File: src/hw/rtl/ssbg_pkg.sv
// constants and register codes for the sensor smoothing bar graph
`timescale 1ns / 1ps
`default_nettype none

package ssbg_pkg;

    localparam int SAMPLE_W    = 12;
    localparam int SUM_W       = 16;
    localparam int MASK_W      = 10;
    localparam int CFG_IDX_W   = 2;
    localparam int EMA_NUM_W   = 17;
    localparam int THR_NUM_W   = 16;
    localparam int RECIP_EXTRA = 5;

    localparam int WINDOW_DEF   = 10;
    localparam int BAR_LEDS_DEF = 10;

    localparam logic                SHOW_RESET    = 1'b1;
    localparam logic [SAMPLE_W-1:0] BAR_MIN_RESET = 12'd100;
    localparam logic [SAMPLE_W-1:0] BAR_MAX_RESET = 12'd1100;

    typedef enum logic [CFG_IDX_W-1:0] {
        CFG_SHOW_SMOOTHED = 2'd0,
        CFG_BAR_MIN       = 2'd1,
        CFG_BAR_MAX       = 2'd2
    } cfg_idx_t;

endpackage

`default_nettype wire

File: src/hw/rtl/sensor_smoothing_bar_graph.sv
// moving average, exponential average and bar-graph mask of a millivolt stream
//
//   channel   signals                               direction
//   input     in_valid in_ready sample_mv           item in
//   output    out_valid out_ready average_mv        item out
//             smoothed_mv bar_mask
//   config    cfg_valid cfg_ready cfg_index cfg_data  register write
//
// one item per cycle while out_ready is high; results pass stage 1, stage 2, output register
// the sample history sits in a small synchronous ram read on accept, written when the
// item leaves stage 1 and the running sum and average are updated
// every stage stalls on its own, so a new item enters while a result waits
// reset clears the history through per-entry valid bits, no clearing pass
`timescale 1ns / 1ps
`default_nettype none

module sensor_smoothing_bar_graph #(
    parameter int WINDOW   = ssbg_pkg::WINDOW_DEF,
    parameter int BAR_LEDS = ssbg_pkg::BAR_LEDS_DEF
) (
    input  wire logic                                clk,
    input  wire logic                                rst_n,
    input  wire logic                                in_valid,
    output logic                                     in_ready,
    input  wire logic [ssbg_pkg::SAMPLE_W-1:0]       sample_mv,
    output logic                                     out_valid,
    input  wire logic                                out_ready,
    output logic [ssbg_pkg::SAMPLE_W-1:0]            average_mv,
    output logic [ssbg_pkg::SAMPLE_W-1:0]            smoothed_mv,
    output logic [ssbg_pkg::MASK_W-1:0]              bar_mask,
    input  wire logic                                cfg_valid,
    output logic                                     cfg_ready,
    input  wire logic [ssbg_pkg::CFG_IDX_W-1:0]      cfg_index,
    input  wire logic [ssbg_pkg::SAMPLE_W-1:0]       cfg_data
);

    localparam int SW      = ssbg_pkg::SAMPLE_W;
    localparam int SUMW    = ssbg_pkg::SUM_W;
    localparam int MW      = ssbg_pkg::MASK_W;
    localparam int SLOT_W  = $clog2(WINDOW);
    localparam int LIT_N   = (BAR_LEDS < MW) ? BAR_LEDS : MW;

    // reciprocal constants, exact floor division for numerators below 2^N
    localparam int AVG_K   = SUMW + ssbg_pkg::RECIP_EXTRA;
    localparam int AVG_M   = ((1 << AVG_K) + WINDOW - 1) / WINDOW;
    localparam int AVG_PW  = SUMW + AVG_K + 1;

    localparam int EMA_NW  = ssbg_pkg::EMA_NUM_W;
    localparam int EMA_D   = WINDOW + 1;
    localparam int EMA_K   = EMA_NW + ssbg_pkg::RECIP_EXTRA;
    localparam int EMA_M   = ((1 << EMA_K) + EMA_D - 1) / EMA_D;
    localparam int EMA_PW  = EMA_NW + EMA_K + 1;
    localparam int EMA_HLF = EMA_D / 2;

    localparam int THR_NW  = ssbg_pkg::THR_NUM_W;
    localparam int THR_K   = THR_NW + ssbg_pkg::RECIP_EXTRA;
    localparam int THR_M   = ((1 << THR_K) + BAR_LEDS - 1) / BAR_LEDS;
    localparam int THR_PW  = THR_NW + THR_K + 1;

    // configuration registers
    logic          show_reg;
    logic [SW-1:0] bar_min_reg;
    logic [SW-1:0] bar_max_reg;

    assign cfg_ready = 1'b1;

    always_ff @(posedge clk or negedge rst_n)
    begin
        if (!rst_n)
        begin
            show_reg    <= ssbg_pkg::SHOW_RESET;
            bar_min_reg <= ssbg_pkg::BAR_MIN_RESET;
            bar_max_reg <= ssbg_pkg::BAR_MAX_RESET;
        end
        else if (cfg_valid)
        begin
            case (cfg_index)
                ssbg_pkg::CFG_SHOW_SMOOTHED: show_reg    <= cfg_data[0];
                ssbg_pkg::CFG_BAR_MIN:       bar_min_reg <= cfg_data;
                ssbg_pkg::CFG_BAR_MAX:       bar_max_reg <= cfg_data;
                default:                     ;
            endcase
        end
    end

    // stage handshakes
    logic s1_valid_reg;
    logic s2_valid_reg;
    logic out_valid_reg;
    logic out_en;
    logic s2_en;
    logic s1_en;
    logic s1_move;
    logic s2_move;
    logic in_fire;

    assign out_en   = !out_valid_reg || out_ready;
    assign s2_en    = !s2_valid_reg || out_en;
    assign s2_move  = s2_valid_reg && out_en;
    assign s1_en    = !s1_valid_reg || s2_en;
    assign s1_move  = s1_valid_reg && s2_en;
    assign in_ready = s1_en;
    assign in_fire  = in_valid && s1_en;

    // history ram with per-entry valid bits
    logic [SW-1:0]     hist_mem [WINDOW];
    logic [WINDOW-1:0] hist_vld_reg;
    logic [SW-1:0]     rd_data_reg;
    logic              rd_vld_reg;
    logic [SLOT_W-1:0] slot_reg;

    logic [SW-1:0]     s1_x_reg;
    logic [SLOT_W-1:0] s1_slot_reg;
    logic              s1_show_reg;
    logic [SW-1:0]     s1_min_reg;

    always_ff @(posedge clk)
    begin
        if (s1_move)
        begin
            hist_mem[s1_slot_reg] <= s1_x_reg;
        end
        if (in_fire)
        begin
            rd_data_reg <= hist_mem[slot_reg];
        end
    end

    always_ff @(posedge clk or negedge rst_n)
    begin
        if (!rst_n)
        begin
            hist_vld_reg <= '0;
            rd_vld_reg   <= 1'b0;
            slot_reg     <= '0;
        end
        else
        begin
            if (s1_move)
            begin
                hist_vld_reg[s1_slot_reg] <= 1'b1;
            end
            if (in_fire)
            begin
                rd_vld_reg <= hist_vld_reg[slot_reg];
                slot_reg   <= (slot_reg == SLOT_W'(WINDOW - 1)) ? '0 : slot_reg + 1'b1;
            end
        end
    end

    // stage 1: item captured, span products formed
    logic [SW-1:0] span;

    assign span = (bar_max_reg >= bar_min_reg) ? (bar_max_reg - bar_min_reg) : '0;

    always_ff @(posedge clk)
    begin
        if (in_fire)
        begin
            s1_x_reg    <= sample_mv;
            s1_slot_reg <= slot_reg;
            s1_show_reg <= show_reg;
            s1_min_reg  <= bar_min_reg;
        end
    end

    // stage 1 -> 2: running sum, average and exponential average
    logic [SUMW-1:0]   sum_reg;
    logic [SUMW-1:0]   sum_next;
    logic [SW-1:0]     old_val;
    logic [AVG_PW-1:0] avg_prod;
    logic [EMA_NW-1:0] ema_num;
    logic [EMA_PW-1:0] ema_prod;
    logic [SW-1:0]     ema_next;
    logic [SW-1:0]     ema_reg;

    assign old_val  = rd_vld_reg ? rd_data_reg : '0;
    assign sum_next = sum_reg - SUMW'(old_val) + SUMW'(s1_x_reg);
    assign avg_prod = AVG_PW'(sum_next) * AVG_PW'(AVG_M);
    assign ema_num  = EMA_NW'({s1_x_reg, 1'b0}) + EMA_NW'(ema_reg) * EMA_NW'(WINDOW - 1)
                    + EMA_NW'(EMA_HLF);
    assign ema_prod = EMA_PW'(ema_num) * EMA_PW'(EMA_M);
    assign ema_next = ema_prod[EMA_K +: SW];

    logic [SW-1:0] s2_avg_reg;
    logic [SW-1:0] s2_ema_reg;
    logic [SW-1:0] s2_shown_reg;

    always_ff @(posedge clk or negedge rst_n)
    begin
        if (!rst_n)
        begin
            s1_valid_reg  <= 1'b0;
            s2_valid_reg  <= 1'b0;
            out_valid_reg <= 1'b0;
            sum_reg       <= '0;
            ema_reg       <= '0;
        end
        else
        begin
            if (s1_en)
            begin
                s1_valid_reg <= in_valid;
            end
            if (s2_en)
            begin
                s2_valid_reg <= s1_valid_reg;
            end
            if (out_en)
            begin
                out_valid_reg <= s2_valid_reg;
            end
            if (s1_move)
            begin
                sum_reg <= sum_next;
                ema_reg <= ema_next;
            end
        end
    end

    always_ff @(posedge clk)
    begin
        if (s1_move)
        begin
            s2_avg_reg   <= avg_prod[AVG_K +: SW];
            s2_ema_reg   <= ema_next;
            s2_shown_reg <= s1_show_reg ? ema_next : s1_x_reg;
        end
    end

    // per-led thresholds: product at accept, scaled and offset at stage 1
    logic [MW-1:0] mask_next;

    genvar gi;
    generate
        for (gi = 0; gi < MW; gi++)
        begin : g_led
            if (gi < LIT_N)
            begin : g_lit
                logic [THR_NW-1:0] prod_reg;
                logic [THR_PW-1:0] scaled;
                logic [SW-1:0]     thr_reg;

                assign scaled = THR_PW'(prod_reg) * THR_PW'(THR_M);

                always_ff @(posedge clk)
                begin
                    if (in_fire)
                    begin
                        prod_reg <= THR_NW'(span) * THR_NW'(BAR_LEDS - 1 - gi);
                    end
                    if (s1_move)
                    begin
                        thr_reg <= s1_min_reg + scaled[THR_K +: SW];
                    end
                end

                assign mask_next[gi] = (s2_shown_reg < thr_reg);
            end
            else
            begin : g_off
                assign mask_next[gi] = 1'b0;
            end
        end
    endgenerate

    // output register
    logic [SW-1:0] avg_out_reg;
    logic [SW-1:0] ema_out_reg;
    logic [MW-1:0] mask_out_reg;

    always_ff @(posedge clk)
    begin
        if (s2_move)
        begin
            avg_out_reg  <= s2_avg_reg;
            ema_out_reg  <= s2_ema_reg;
            mask_out_reg <= mask_next;
        end
    end

    assign out_valid   = out_valid_reg;
    assign average_mv  = avg_out_reg;
    assign smoothed_mv = ema_out_reg;
    assign bar_mask    = mask_out_reg;

endmodule

`default_nettype wire
File: config.mk
export PLATFORM = sky130hd
export DESIGN_NAME = sensor_smoothing_bar_graph
export DESIGN_NICKNAME = d
export VERILOG_FILES = /design/src/hw/rtl/ssbg_pkg.sv /design/src/hw/rtl/sensor_smoothing_bar_graph.sv
export SDC_FILE = /design/constraint.sdc
export NUM_CORES = 2
export LEC_CHECK = 0
export BUFFER_PORTS_ARGS = -buffer_cell sky130_fd_sc_hd__buf_4
export CAP_MARGIN = 10
export CORE_MARGIN = 3
export CORE_UTILIZATION = 30
export CTS_CLUSTER_SIZE = 30
export DETAILED_ROUTE_END_ITERATION = 10
export SLEW_MARGIN = 20
export SYNTH_ARGS = -nofsm -noshare
export SYNTH_HDL_FRONTEND = slang
export SYNTH_SLANG_ARGS = --single-unit
export TNS_END_PERCENT = 30
File: constraint.sdc
create_clock -name clk -period 14.6 [get_ports clk]
set_input_delay 0.73 -clock clk [delete_from_list [all_inputs] [get_ports clk]]
set_output_delay 0.73 -clock clk [all_outputs]
set_load 0.02 [all_outputs]
==> flow_summary.toml <==
[hold_path]
min_to = "s1_x_reg[3]"
worstHoldStart = "sample_mv[3]"
hp-class = "primary input to register"
hold_path_depth = 1

[route]
vias_per_cell = 4.58
post_drt_wl_per_cell_um = 17.0
drc = 0
drt_iter0_markers = 1657
vias = 33500
dr.pass1.iters = 8
wirelength_um = 124000
antenna_left = 0

[sta]
max_clock_freq_ghz = 0.107
relSlewSlack_pct = 25.3
drv_slew = 0
fin_crit_sh_pct = 63.9
finClkSkew_ns = 0.0720
hold_viol_final = 0
finalWorstSetupSlack_ns = 5.27
rsz0062_at_grt = "no"
setup_viol = 0
tightest_slew_ns = 1.12
period_minus_slack_ns = 9.33
tns_ns = 0

[grt]
grt.total_usage_pct = 13.8
antenna_found_initial = 3
grt_pass1_vias = 35100
overflow = 0
grt_pass1_wl_um = 197000
grt_max_degree = 111

[logic_synthesis]
yosysWarnings = 0
yosysMostFrequentCell = "inv_1"
synth_top_area_cell = "ha_1"
synth.ff_latch_count = 486
synth_ff_type = "edfxtp_1"
synth_edf_count = 415
synth_async_sr_flop_share_pct = 14.6
syn_nets = 6422
synthDominantCellAreaShare_pct = 25.8
netlist_top_cells_count = "inv_1, ha_1, fa_1, edfxtp_1, xnor2_1"
syn_area_mm2 = 0.0533
synth_cell_types = 92
yosys-top-cells-area = "ha_1, edfxtp_1, fa_1"
synth-seq-area-share_pct = 26.7
syn_avg_cell_area_um2 = 11.2
netlist_instances = 4775

[critical_path]
critPathKind = "register to register"
crit_slowest_cell = "xor2_1"
r2r-end = "s2_shown_reg[11]"
max_stage_delay_ns = 0.71
rrSetupSlack_ns = 5.27
crit-reg2reg-launch = "s1_x_reg[1]"
start_kind = "register"
arrival_ns = 9.70
critPathMaxFanout = 15
cp-end-kind = "register"
cp.required_ns = 14.98
crit_top_cell = "fa_1"
r2r_cells = 31

[place]
io_buffer_count = 66
globalplace.congestion = 0.892
pre_cts_ws_ns = 5.28
hpwlAfterDp_um = 100000
dpl.cell_count = 7188

[floorplanning]
dieArea_mm2 = 0.183
start_util_pct = 30.2
row_count = 154
die_h_um = 427
die_width_um = 427
core_mm2 = 0.176
io_pins = 68

[clocking]
clock_latency_ns = 0.69
cts-htree-levels = 2
clock_tree.buffer_depth = 3
cts_root_buf = "clkbuf_16"
cts_tree = "yes"
cts-buffers-inserted = 57
clock_sinks = 486
clk_pin_slew_worst_paths_ns = 0.06

[layout]
drive_gt1_share_pct = 6.98
fin_nets = 6555
fill_cells = 17600
instances_no_fill = 7298
fin_util_pct = 33.4
area_delta_synth_final_pct = 10.7

[outcome]
status = "finished, final reports clean"

[flow_run]
maxCapViolCount = 0
-- cell type report --
| type | count | area, um2 | share of cell area, % |
|---|---|---|---|
| multi-input combinational | 3140 | 34800 | 59.0 |
| clock buffer | 77 | 1590 | 2.70 |
| timing repair buffer | 103 | 776 | 1.32 |
| clock inverter | 31 | 444 | 0.753 |
| antenna | 1 | 2.50 | 0.00424 |
| tap | 2340 | 2930 | 4.96 |
| inverter | 1120 | 4210 | 7.15 |
| sequential | 486 | 14200 | 24.2 |
-- through the flow --
step	cell area [um2]	hold slack, ns
4_1_cts	59000	0.175
6_report	59000	0.228
3_5_place_dp	56900	0.405
2_1_floorplan	53300	0.400
3_3_place_gp	56900	0.403
5_1_grt	59000	0.189
-- cell usage in the layout, fill, tap and decap left out, drive strengths merged, types with 77 or more instances in the layout --
cell and n:
inv 1121, ha 1100, fa 516, edfxtp 415, xnor2 200, a21oi 190, a21o 145, nor2 134
buf 102, o21ai 100, nand2 98, clkbuf 77
-- per-layer routing --
layer  track usage, %  routed length [um]
met4             3.24                2820
met2             23.1               58000
met3             1.59                4100
met1             19.0               58800
met5                0                   0
-- repair_timing --
action	CTS	global route
hold buffers	1	0
endpoints found under the hold margin	17	0
buffers inserted	0	0
resized for setup	0	0
-- critical path, delay by kind of cell (launching register included) --
| kind | cells | cell delay, ns |
|---|---|---|
| simple gates | 2 | 0.47 |
| fa+ha+maj | 9 | 3.59 |
| compound gates | 13 | 2.81 |
| flops | 1 | 0.64 |
| buf+inv | 2 | 0.09 |
| xor+xnor | 4 | 1.31 |
| mux | 1 | 0.11 |
-- how the worst max path moves through the flow --
stage | end | startpoint | slack, ns
floorplan | s2_shown_reg[5] | s1_x_reg[1] | 6.45
global placement | s2_avg_reg[11] | s1_x_reg[1] | 5.43
detailed placement | s2_shown_reg[11] | s1_x_reg[1] | 5.28
CTS | s2_shown_reg[11] | s1_x_reg[1] | 5.22
global route | s2_avg_reg[11] | s1_x_reg[1] | 4.65
finish | s2_shown_reg[11] | s1_x_reg[1] | 5.27
-- logic make-up (layout without fill, tap and decap cells) --
logic type               Yosys count  after routing  share of synthesized area (%)
adder cells (fa/ha/maj)         1616           1616                           45.2
buffers and inverters           1149           1331                           8.12
AO/OA/AOI/OAI                    684            684                           8.65
AND/OR/NAND/NOR                  503            503                           4.74
flip-flops                       486            486                           26.7
XOR/XNOR                         254            254                           4.28
multiplexers                      82             82                           2.26
other                              1              2                        0.00704
Power is left out: the tool's default activity adds up to more than one toggle a clock period on the data nets, which glitch-free logic cannot reach.
